`config.mk`:
```
export PLATFORM = sky130hd
export DESIGN_NAME = cover_crop_nearest_scaler_address_flat
export DESIGN_NICKNAME = d
export VERILOG_FILES = /design/src/rtl/core/ccnsa_pkg.sv /design/src/rtl/core/ccnsa_if.sv /design/src/rtl/core/cover_crop_nearest_scaler_address.sv /design/src/rtl/core/ccnsa_setup.sv /design/src/rtl/core/ccnsa_cell.sv /design/src/flat_wrapper.sv
export SDC_FILE = /design/constraint.sdc
export NUM_CORES = 2
export LEC_CHECK = 0
export BUFFER_PORTS_ARGS = -buffer_cell sky130_fd_sc_hd__buf_2
export CORE_ASPECT_RATIO = 0.5
export CORE_MARGIN = 2
export CORE_UTILIZATION = 60
export CTS_BUF_LIST = sky130_fd_sc_hd__clkbuf_4 sky130_fd_sc_hd__clkbuf_8 sky130_fd_sc_hd__clkbuf_16
export DETAILED_ROUTE_END_ITERATION = 12
export PLACE_DENSITY = 0.76
export SETUP_SLACK_MARGIN = 0.4
export SLEW_MARGIN = 20
export SYNTH_ARGS = -nofsm -noshare
export SYNTH_HDL_FRONTEND = slang
export SYNTH_SLANG_ARGS = --single-unit
export TNS_END_PERCENT = 50
```
`constraint.sdc`:
```
create_clock -name clk -period 13.3 [get_ports clk]
set_input_delay 3.99 -clock clk [delete_from_list [all_inputs] [get_ports clk]]
set_output_delay 3.99 -clock clk [all_outputs]
set_load 0.1 [all_outputs]
```
`src/rtl/core/ccnsa_pkg.sv`:
```
// shared constants and codes for the cover-crop scaler address block
`timescale 1ns / 1ps
package ccnsa_pkg;

  localparam int DIM_W       = 13;   // configuration register width
  localparam int COORD_W     = 12;   // coordinate field width
  localparam int OFF_W       = 26;   // raster byte offset width
  localparam int CFG_IDX_W   = 3;
  localparam int MAX_DIM_DEF = 4096;

  typedef enum logic [CFG_IDX_W-1:0] {
    REG_SRC_W = 3'd0,
    REG_SRC_H = 3'd1,
    REG_DST_W = 3'd2,
    REG_DST_H = 3'd3
  } cfg_reg_t;

  typedef enum logic [2:0] {
    ST_PROD,
    ST_SELECT,
    ST_DIV,
    ST_FINISH,
    ST_RUN
  } setup_state_t;

endpackage

```
`src/rtl/core/ccnsa_if.sv`:
```
// coordinate and address channel interfaces
`timescale 1ns / 1ps
interface ccnsa_in_if;
  logic                          valid;
  logic                          ready;
  logic [ccnsa_pkg::COORD_W-1:0] dest_col;
  logic [ccnsa_pkg::COORD_W-1:0] dest_row;
  modport source (output valid, dest_col, dest_row, input ready);
  modport sink   (input valid, dest_col, dest_row, output ready);
endinterface

interface ccnsa_out_if;
  logic                          valid;
  logic                          ready;
  logic [ccnsa_pkg::COORD_W-1:0] src_col;
  logic [ccnsa_pkg::COORD_W-1:0] src_row;
  logic [ccnsa_pkg::OFF_W-1:0]   raster_offset;
  logic                          coord_ok;
  modport source (output valid, src_col, src_row, raster_offset, coord_ok, input ready);
  modport sink   (input valid, src_col, src_row, raster_offset, coord_ok, output ready);
endinterface

```
`src/rtl/core/cover_crop_nearest_scaler_address.sv`:
```
// cover-crop nearest-neighbor scaler address generator, top level
//
//  channel   dir  payload                                        handshake
//  pix_in    in   dest_col, dest_row                             valid/ready
//  pix_out   out  src_col, src_row, raster_offset, coord_ok      valid/ready
//  cfg       in   cfg_index, cfg_data                            cfg_we only
//
//  one coordinate per clock while pix_in.ready is high, through the front and
//  prep stages, the division cells (one quotient bit per cell) and tail stages
//  after reset and after every config write, pix_in.ready stays low while the
//  iterative crop divider runs
//  output stalls back up stage by stage; empty stages keep filling
//  reset is synchronous, active high, clears the valid bits and the setup
//  sequencer, and sets the dimension registers to one
`timescale 1ns / 1ps
module cover_crop_nearest_scaler_address #(
  parameter int MAX_DIM = ccnsa_pkg::MAX_DIM_DEF
) (
  input  logic                            clk,
  input  logic                            rst,
  input  logic                            cfg_we,
  input  logic [ccnsa_pkg::CFG_IDX_W-1:0] cfg_index,
  input  logic [ccnsa_pkg::DIM_W-1:0]     cfg_data,
  ccnsa_in_if.sink                        pix_in,
  ccnsa_out_if.source                     pix_out
);
  import ccnsa_pkg::*;

  // internal dimension width follows the saturation limit
  localparam int DW  = ($clog2(MAX_DIM + 1) > DIM_W) ? DIM_W : $clog2(MAX_DIM + 1);
  localparam int NW  = COORD_W + 1 + DW;   // (2d+1) * crop length
  localparam int NST = DW + 5;             // front, prep, cells, three tail stages
  localparam int T0  = DW + 2;
  localparam int T1  = DW + 3;
  localparam int T2  = DW + 4;

  logic [DW-1:0] sw, sh, tw, th, crop_x, crop_w, crop_y, crop_h;
  logic          busy;

  ccnsa_setup #(.MAX_DIM(MAX_DIM), .DW(DW)) u_setup (
    .clk, .rst, .cfg_we, .cfg_index, .cfg_data,
    .sw, .sh, .tw, .th, .crop_x, .crop_w, .crop_y, .crop_h, .busy
  );

  // stage valids and per-stage load enables; a stage loads when empty or moving on
  logic [NST-1:0] v, adv;
  logic           take;

  always_comb begin
    adv[NST-1] = !v[NST-1] || pix_out.ready;
    for (int i = NST - 2; i >= 0; i--) begin
      adv[i] = !v[i] || adv[i+1];
    end
  end

  assign take         = pix_in.valid && !busy;
  assign pix_in.ready = adv[0] && !busy;

  always_ff @(posedge clk) begin
    if (rst) begin
      v <= '0;
    end else begin
      if (adv[0]) v[0] <= take;
      for (int i = 1; i < NST; i++) begin
        if (adv[i]) v[i] <= v[i-1];
      end
    end
  end

  // divisors: twice the destination length
  logic [DW:0] den_x, den_y;
  assign den_x = {tw, 1'b0};
  assign den_y = {th, 1'b0};

  // front: centre-sample numerators and the inside flag
  logic [NW-1:0] num_x, num_y;
  logic          ok0;

  always_ff @(posedge clk) begin
    if (adv[0]) begin
      num_x <= NW'({pix_in.dest_col, 1'b1}) * NW'(crop_w);
      num_y <= NW'({pix_in.dest_row, 1'b1}) * NW'(crop_h);
      ok0   <= (32'(pix_in.dest_col) < 32'(tw)) && (32'(pix_in.dest_row) < 32'(th));
    end
  end

  // cell row data; entry 0 is the prep stage, entry k+1 leaves cell k
  logic          ok_c  [DW+1];
  logic          ovx_c [DW+1];
  logic          ovy_c [DW+1];
  logic [DW:0]   remx_c[DW+1];
  logic [DW:0]   remy_c[DW+1];
  logic [DW-1:0] lox_c [DW+1];
  logic [DW-1:0] loy_c [DW+1];

  // prep registers
  logic          ok_p, ovx_p, ovy_p;
  logic [DW:0]   remx_p, remy_p;
  logic [DW-1:0] lox_p, loy_p;

  // prep: a quotient of 2^DW or more always clamps, so flag it and skip
  always_ff @(posedge clk) begin
    if (adv[1]) begin
      ok_p   <= ok0;
      ovx_p  <= (32'(num_x[NW-1:DW]) >= 32'(den_x));
      ovy_p  <= (32'(num_y[NW-1:DW]) >= 32'(den_y));
      remx_p <= (DW+1)'(num_x[NW-1:DW]);
      remy_p <= (DW+1)'(num_y[NW-1:DW]);
      lox_p  <= num_x[DW-1:0];
      loy_p  <= num_y[DW-1:0];
    end
  end

  assign ok_c[0]   = ok_p;
  assign ovx_c[0]  = ovx_p;
  assign ovy_c[0]  = ovy_p;
  assign remx_c[0] = remx_p;
  assign remy_c[0] = remy_p;
  assign lox_c[0]  = lox_p;
  assign loy_c[0]  = loy_p;

  for (genvar k = 0; k < DW; k++) begin : g_cell
    ccnsa_cell #(.DW(DW)) u_cell (
      .clk,
      .ld      (adv[k+2]),
      .den_x, .den_y,
      .ok_in   (ok_c[k]),
      .ovx_in  (ovx_c[k]),
      .remx_in (remx_c[k]),
      .lox_in  (lox_c[k]),
      .ovy_in  (ovy_c[k]),
      .remy_in (remy_c[k]),
      .loy_in  (loy_c[k]),
      .ok_out  (ok_c[k+1]),
      .ovx_out (ovx_c[k+1]),
      .remx_out(remx_c[k+1]),
      .lox_out (lox_c[k+1]),
      .ovy_out (ovy_c[k+1]),
      .remy_out(remy_c[k+1]),
      .loy_out (loy_c[k+1])
    );
  end

  // tail 0: add crop start, clamp to last column / row
  logic [DW:0]   sum_x, sum_y;
  logic [DW-1:0] sx0, sy0;
  logic          ok1;

  assign sum_x = (DW+1)'(crop_x) + (DW+1)'(lox_c[DW]);
  assign sum_y = (DW+1)'(crop_y) + (DW+1)'(loy_c[DW]);

  always_ff @(posedge clk) begin
    if (adv[T0]) begin
      sx0 <= (ovx_c[DW] || sum_x >= (DW+1)'(sw)) ? DW'(sw - DW'(1)) : DW'(sum_x);
      sy0 <= (ovy_c[DW] || sum_y >= (DW+1)'(sh)) ? DW'(sh - DW'(1)) : DW'(sum_y);
      ok1 <= ok_c[DW];
    end
  end

  // tail 1: row times source width
  logic [2*DW-1:0] rowp;
  logic [DW-1:0]   sx1, sy1;
  logic            ok2;

  always_ff @(posedge clk) begin
    if (adv[T1]) begin
      rowp <= (2*DW)'(sy0) * (2*DW)'(sw);
      sx1  <= sx0;
      sy1  <= sy0;
      ok2  <= ok1;
    end
  end

  // tail 2: pixel index times three, output register
  logic [2*DW+1:0] pix_idx;
  assign pix_idx = (2*DW+2)'(rowp) + (2*DW+2)'(sx1);

  always_ff @(posedge clk) begin
    if (adv[T2]) begin
      pix_out.src_col       <= COORD_W'(sx1);
      pix_out.src_row       <= COORD_W'(sy1);
      pix_out.raster_offset <= OFF_W'((pix_idx << 1) + pix_idx);
      pix_out.coord_ok      <= ok2;
    end
  end

  assign pix_out.valid = v[T2];

  a_no_take_busy: assert property (@(posedge clk) disable iff (rst)
    busy |=> !v[0])
    else $error("coordinate entered during geometry setup");
  a_clamp_col: assert property (@(posedge clk) disable iff (rst)
    v[T1] |-> (sx1 < sw) && (sy1 < sh))
    else $error("source pixel outside source image");
  a_prep_rem: assert property (@(posedge clk) disable iff (rst)
    v[1] && !ovx_c[0] |-> remx_c[0] < den_x)
    else $error("division remainder start out of range");

endmodule

```
`src/rtl/core/ccnsa_setup.sv`:
```
// configuration registers and iterative crop geometry computation
`timescale 1ns / 1ps
module ccnsa_setup #(
  parameter int MAX_DIM = ccnsa_pkg::MAX_DIM_DEF,
  parameter int DW      = ccnsa_pkg::DIM_W
) (
  input  logic                            clk,
  input  logic                            rst,
  input  logic                            cfg_we,
  input  logic [ccnsa_pkg::CFG_IDX_W-1:0] cfg_index,
  input  logic [ccnsa_pkg::DIM_W-1:0]     cfg_data,
  output logic [DW-1:0]                   sw,
  output logic [DW-1:0]                   sh,
  output logic [DW-1:0]                   tw,
  output logic [DW-1:0]                   th,
  output logic [DW-1:0]                   crop_x,
  output logic [DW-1:0]                   crop_w,
  output logic [DW-1:0]                   crop_y,
  output logic [DW-1:0]                   crop_h,
  output logic                            busy
);
  import ccnsa_pkg::*;

  localparam int CW = $clog2(DW + 1);

  logic [DIM_W-1:0] raw_sw, raw_sh, raw_tw, raw_th;
  setup_state_t     state, state_next;
  logic             ld_prod, ld_sel, step, fin;
  logic [2*DW-1:0]  lhs, rhs;
  logic             mode_x, mode_y;
  logic [DW-1:0]    rem, lo, dvs;
  logic [CW-1:0]    cnt;
  logic [DW:0]      trial;
  logic             ge;
  logic [DW-1:0]    crop;

  function automatic logic [DW-1:0] eff(input logic [DIM_W-1:0] v);
    logic [DW-1:0] r;
    if (v == '0) r = DW'(1);
    else if (32'(v) > MAX_DIM) r = DW'(MAX_DIM);
    else r = DW'(v);
    return r;
  endfunction

  assign sw = eff(raw_sw);
  assign sh = eff(raw_sh);
  assign tw = eff(raw_tw);
  assign th = eff(raw_th);

  always_ff @(posedge clk) begin
    if (rst) begin
      raw_sw <= DIM_W'(1);
      raw_sh <= DIM_W'(1);
      raw_tw <= DIM_W'(1);
      raw_th <= DIM_W'(1);
    end else if (cfg_we) begin
      unique case (cfg_index)
        REG_SRC_W: raw_sw <= cfg_data;
        REG_SRC_H: raw_sh <= cfg_data;
        REG_DST_W: raw_tw <= cfg_data;
        REG_DST_H: raw_th <= cfg_data;
        default: ;
      endcase
    end
  end

  always_ff @(posedge clk) begin
    if (rst) state <= ST_PROD;
    else state <= state_next;
  end

  always_comb begin
    state_next = state;
    if (cfg_we) begin
      state_next = ST_PROD;
    end else begin
      unique case (state)
        ST_PROD:   state_next = ST_SELECT;
        ST_SELECT: state_next = ST_DIV;
        ST_DIV:    if (cnt == CW'(DW - 1)) state_next = ST_FINISH;
        ST_FINISH: state_next = ST_RUN;
        ST_RUN:    state_next = ST_RUN;
        default:   state_next = ST_PROD;
      endcase
    end
  end

  always_comb begin
    ld_prod = (state == ST_PROD);
    ld_sel  = (state == ST_SELECT);
    step    = (state == ST_DIV);
    fin     = (state == ST_FINISH);
    busy    = (state != ST_RUN);
  end

  // one quotient bit per cycle, quotient known to fit DW bits
  assign trial = {rem, lo[DW-1]};
  assign ge    = (trial >= {1'b0, dvs});
  assign crop  = (lo == '0) ? DW'(1) : lo;

  always_ff @(posedge clk) begin
    if (ld_prod) begin
      lhs <= (2*DW)'(sw) * (2*DW)'(th);
      rhs <= (2*DW)'(sh) * (2*DW)'(tw);
    end
    if (ld_sel) begin
      mode_x <= (lhs > rhs);
      mode_y <= (lhs < rhs);
      cnt    <= '0;
      if (lhs > rhs) begin
        rem <= rhs[2*DW-1:DW];
        lo  <= rhs[DW-1:0];
        dvs <= th;
      end else begin
        rem <= lhs[2*DW-1:DW];
        lo  <= lhs[DW-1:0];
        dvs <= tw;
      end
    end
    if (step) begin
      rem <= ge ? DW'(trial - {1'b0, dvs}) : DW'(trial);
      lo  <= {lo[DW-2:0], ge};
      cnt <= cnt + CW'(1);
    end
    if (fin) begin
      if (mode_x) begin
        crop_w <= crop;
        crop_x <= DW'((sw - crop) >> 1);
        crop_h <= sh;
        crop_y <= '0;
      end else if (mode_y) begin
        crop_w <= sw;
        crop_x <= '0;
        crop_h <= crop;
        crop_y <= DW'((sh - crop) >> 1);
      end else begin
        crop_w <= sw;
        crop_x <= '0;
        crop_h <= sh;
        crop_y <= '0;
      end
    end
  end

  a_write_restarts: assert property (@(posedge clk) disable iff (rst) cfg_we |=> busy)
    else $error("config write did not restart geometry setup");
  a_crop_w_sane: assert property (@(posedge clk) disable iff (rst)
    !busy |-> (crop_w != '0) && (crop_w <= sw) && (32'(crop_x) + 32'(crop_w) <= 32'(sw)))
    else $error("horizontal crop outside source");
  a_crop_h_sane: assert property (@(posedge clk) disable iff (rst)
    !busy |-> (crop_h != '0) && (crop_h <= sh) && (32'(crop_y) + 32'(crop_h) <= 32'(sh)))
    else $error("vertical crop outside source");

endmodule

```
`src/rtl/core/ccnsa_cell.sv`:
```
// one restoring-division cell: one quotient bit for each axis
`timescale 1ns / 1ps
module ccnsa_cell #(
  parameter int DW = ccnsa_pkg::DIM_W
) (
  input  logic          clk,
  input  logic          ld,
  input  logic [DW:0]   den_x,
  input  logic [DW:0]   den_y,
  input  logic          ok_in,
  input  logic          ovx_in,
  input  logic [DW:0]   remx_in,
  input  logic [DW-1:0] lox_in,
  input  logic          ovy_in,
  input  logic [DW:0]   remy_in,
  input  logic [DW-1:0] loy_in,
  output logic          ok_out,
  output logic          ovx_out,
  output logic [DW:0]   remx_out,
  output logic [DW-1:0] lox_out,
  output logic          ovy_out,
  output logic [DW:0]   remy_out,
  output logic [DW-1:0] loy_out
);
  logic [DW+1:0] tx, ty;
  logic          gx, gy;

  assign tx = {remx_in, lox_in[DW-1]};
  assign ty = {remy_in, loy_in[DW-1]};
  assign gx = (tx >= {1'b0, den_x});
  assign gy = (ty >= {1'b0, den_y});

  always_ff @(posedge clk) begin
    if (ld) begin
      ok_out   <= ok_in;
      ovx_out  <= ovx_in;
      ovy_out  <= ovy_in;
      remx_out <= gx ? (DW+1)'(tx - {1'b0, den_x}) : (DW+1)'(tx);
      remy_out <= gy ? (DW+1)'(ty - {1'b0, den_y}) : (DW+1)'(ty);
      lox_out  <= {lox_in[DW-2:0], gx};
      loy_out  <= {loy_in[DW-2:0], gy};
    end
  end

endmodule
```
`src/flat_wrapper.sv`:
```
// flat-port wrapper written by rule: the top's interface ports become plain ports
module cover_crop_nearest_scaler_address_flat import ccnsa_pkg::*;
#(
  parameter int MAX_DIM = ccnsa_pkg::MAX_DIM_DEF
)
  (clk, rst, cfg_we, cfg_index, cfg_data, pix_in_valid, pix_in_dest_col, pix_in_dest_row, pix_in_ready, pix_out_valid, pix_out_src_col, pix_out_src_row, pix_out_raster_offset, pix_out_coord_ok, pix_out_ready);
  ccnsa_in_if pix_in_i ();
  ccnsa_out_if pix_out_i ();
  input  logic clk;
  input  logic rst;
  input  logic cfg_we;
  input  logic [ccnsa_pkg::CFG_IDX_W-1:0] cfg_index;
  input  logic [ccnsa_pkg::DIM_W-1:0] cfg_data;
  input wire logic [$bits(pix_in_i.valid)-1:0] pix_in_valid;
  input wire logic [$bits(pix_in_i.dest_col)-1:0] pix_in_dest_col;
  input wire logic [$bits(pix_in_i.dest_row)-1:0] pix_in_dest_row;
  output wire logic [$bits(pix_in_i.ready)-1:0] pix_in_ready;
  output wire logic [$bits(pix_out_i.valid)-1:0] pix_out_valid;
  output wire logic [$bits(pix_out_i.src_col)-1:0] pix_out_src_col;
  output wire logic [$bits(pix_out_i.src_row)-1:0] pix_out_src_row;
  output wire logic [$bits(pix_out_i.raster_offset)-1:0] pix_out_raster_offset;
  output wire logic [$bits(pix_out_i.coord_ok)-1:0] pix_out_coord_ok;
  input wire logic [$bits(pix_out_i.ready)-1:0] pix_out_ready;
  assign pix_in_i.valid = pix_in_valid;
  assign pix_in_i.dest_col = pix_in_dest_col;
  assign pix_in_i.dest_row = pix_in_dest_row;
  assign pix_in_ready = pix_in_i.ready;
  assign pix_out_valid = pix_out_i.valid;
  assign pix_out_src_col = pix_out_i.src_col;
  assign pix_out_src_row = pix_out_i.src_row;
  assign pix_out_raster_offset = pix_out_i.raster_offset;
  assign pix_out_coord_ok = pix_out_i.coord_ok;
  assign pix_out_i.ready = pix_out_ready;
  cover_crop_nearest_scaler_address #(.MAX_DIM(MAX_DIM)) u_core (.clk(clk), .rst(rst), .cfg_we(cfg_we), .cfg_index(cfg_index), .cfg_data(cfg_data), .pix_in(pix_in_i), .pix_out(pix_out_i));
endmodule
```
==> out/metrics.cfg <==
[logic_synthesis]
ys_async_sr_fraction_pct=0
ys_warn_count=0
synth_top_area_share_pct=37.0
ys_seq_area_share_pct=38.6
synth_nets=9850
syn_area_per_cell_um2=10.8
ys.flop_type=edfxtp_1
synth_area_leaders=edfxtp_1 (37%), fa_1 (14%), ha_1 (13%)
yosysTopAreaCell=edfxtp_1
synth_enable_flop_cells=1098
syn_inst=8278
synth_area_um2=89100
synth_cell_types=102
synth_seq_cells=1171

[cts]
postCtsResizedCells=0
htreeDepth=3
max-clock-path-buffers=3
path_clk_slew_ns=0.06
post_cts_buffers=0
ctsHoldBuffers=0
insertion_delay_ns=0.75
cts_tree=yes
cts_root_buf=clkbuf_16
cts.sinks=1171
numCtsBuffers=105

[sta]
relSlewSlack_pct=24.2
setup_ws_ns=2.25
rsz0062_at_grt=false
finalClockSkew_ns=0.0705
totalNegativeSetupSlack_ns=0
fmax_ghz=0.0905
min_period_ns=11.05
slew_viol_final=0
setup_viol=0
finalCritPeriodShare_pct=83.1
worstMarginPinSlew_ns=1.14
hold_violations=0

[floorplan]
ios=98
start_util_pct=60.8
dieArea_um2=152000
dieWidth_um=549
core_area_um2=147000
placementRows=99
die_h_um=277

[global_route]
use_met1_pct=39.9
grt.busiest_layer=met2
grt_first_pass_wirelength_mm=341
antenna_found_initial=15
met2_usage_pct=44.8
grt.total_usage_pct=29.0
grt_max_degree=73
overflow=0
grt_pass1_vias=61300
met3_usage_pct=7.48

[setup_path]
crit_fanout=53
cp-start-kind=primary input
cp.required_ns=9.31
worstPathArrival_ns=7.06
worst_setup_path_end_kind=output pin
critPathKind=in -> out

[pwr]
vdd_ir_drop_max_mv=0.140
p_switching_mw=7.03
intPower_mw=11.3
swShare_pct=38.3
power_frac_comb_pct=46.5
p_clk_share_pct=17.2
sequentialPowerShare_pct=36.3
p_per_area_nw_per_um2=192
p_leak_nw=42.3

[outcome]
status=completed

[detailed_routing]
drc=0
routed-via-count=61400
vias_per_cell=5.88
ant_nets=0
drt_iter0_drc=5424
wl_mm=218
wl_per_cell_um=20.9
drt-pass1-iter-count=6

[min_path]
hold_path.class=reg -> reg

[placement]
port_buffers=97
place_ws_ns=2.39
gp_congestion=0.961
hpwl_mm=158
dp.cells=10200

[layout]
fin_nets=9945
layout-drive-gt1-share_pct=7.16
layout_commonest_cell=inv_1
fin_util_pct=65.2
stdcell_count=10400
nFillCells=11000
area.growth.synth_to_final_pct=7.26
mostFrequentLayoutCells=inv_1 (1152), edfxtp_1 (1098), ha_1 (891), nand2_1 (843), fa_1 (636)

[flow_run]
maxCapViolCount=0

cells in the mapped netlist, types with 15 or more instances:
cell type,n
and3_1,32
dfxtp_1,73
xnor2_1,291
or2_2,23
xor2_1,100
nor3_1,88
edfxtp_1,1098
mux2_1,111
clkbuf_1,166
or3_1,15
buf_4,15
a21boi_0,23
a21boi_1,18
nand2b_1,67
o21ai_0,225
fa_1,636
nand4_1,68
nand2_1,849
a221oi_1,20
mux2i_1,87
o21a_1,55
a31oi_1,35
o21ai_1,66
inv_1,1162
a21o_1,152
nor2_1,485
a21oi_1,444
ha_1,891
nand4b_1,19
a211oi_1,41
mux2_2,106
nand3_1,79
and2_1,234
nor2b_1,135
o41ai_1,16
nor4_1,24
o31ai_1,16
o21bai_1,47
critical path, stage by stage:
cell and delay [ns]:
buf_2 0.12, nor2b_1 0.25, and2_1 0.24, inv_4 0.23, nor2_1 0.45, and2_1 0.31
clkinvlp_4 0.23, nor3_4 0.30, nand4_1 0.28, and3_2 0.30, buf_2 0.29
state kept, by name, indices dropped and copies added, names as in the netlist, 18 cells and up:
register and flops:
u_core.u_setup.rhs 26, u_core.g_cell.u_cell.remy_out 168, u_core.g_cell.u_cell.lox_out 169, u_core.u_setup.lhs 26
u_core.rowp 26, u_core.num_y 26, u_core.g_cell.u_cell.loy_out 169, u_core.v 18
u_core.g_cell.u_cell.remx_out 168, u_core.pix_out.raster_offset 26, u_core.num_x 26
routing by layer:
metal / routed length (um) / vias to the layer above
met5: 21 / -
met4: 7710 / 4
met3: 22100 / 438
met2: 96400 / 2361
met1: 91300 / 30100
li1: - / 28500
metrics by stage:
| step | total power, mW | hold slack, ns | instance area [um^2] |
|---|---|---|---|
| after floorplan | 13.1 | 0.400 | 89100 |
| after global placement | 14.9 | 0.400 | 92000 |
| after detailed placement | 15.1 | 0.405 | 92000 |
| after CTS | 18.4 | 0.366 | 95600 |
| after global routing | 19.7 | 0.382 | 95600 |
| final | 18.4 | 0.376 | 95600 |
power groups by stage:
| stage | combinational, mW | sequential, mW | clock [mW] |
|---|---|---|---|
| floorplan | 6.44 | 6.70 | 0 |
| global placement | 8.18 | 6.68 | 0 |
| detailed placement | 8.37 | 6.72 | 0 |
| CTS | 8.50 | 6.66 | 3.20 |
| global route | 9.53 | 6.77 | 3.35 |
| finish | 8.54 | 6.67 | 3.17 |
cell type report:
class	instances	area (um^2)	share of cell area [%]
Tap cell	1969	2460	2.58
Clock inverter	63	708	0.741
Inverter	1181	4440	4.65
Antenna cell	4	10.0	0.0105
Multi-Input combinational cell	5715	49400	51.7
Timing Repair Buffer	199	1250	1.31
Clock buffer	130	2860	3.00
Sequential cell	1171	34400	36.0
final timing paths:
path,start,end,slack (ns),cells past startpoint
setup / recovery,pix_out_ready,pix_in_ready,2.25,11
hold reg to reg,u_core.g_cell[4].u_cell.lox_out[4],u_core.g_cell[5].u_cell.lox_out[5],0.38,0
hold / removal,u_core.g_cell[4].u_cell.lox_out[4],u_core.g_cell[5].u_cell.lox_out[5],0.38,0
setup reg to reg,u_core.u_setup.raw_sh[12],u_core.u_setup.rhs[24],5.37,22
cell families (layout without fill, tap and decap cells):
kind of cell / count (synthesis) / in the layout / share of synthesized area (%)
AOI/OAI and AO/OA: 1303 / 1303 / 9.29
muxes: 316 / 316 / 3.92
adders and majority gates: 1527 / 1527 / 26.8
DFF: 1171 / 1171 / 38.6
other: 0 / 4 / 0
and+or+nand+nor: 2178 / 2178 / 11.5
buffers and inverters: 1392 / 1573 / 6.02
xor gates and xnor gates: 391 / 391 / 3.84
No activity file was read; power rests on OpenSTA's default activity.
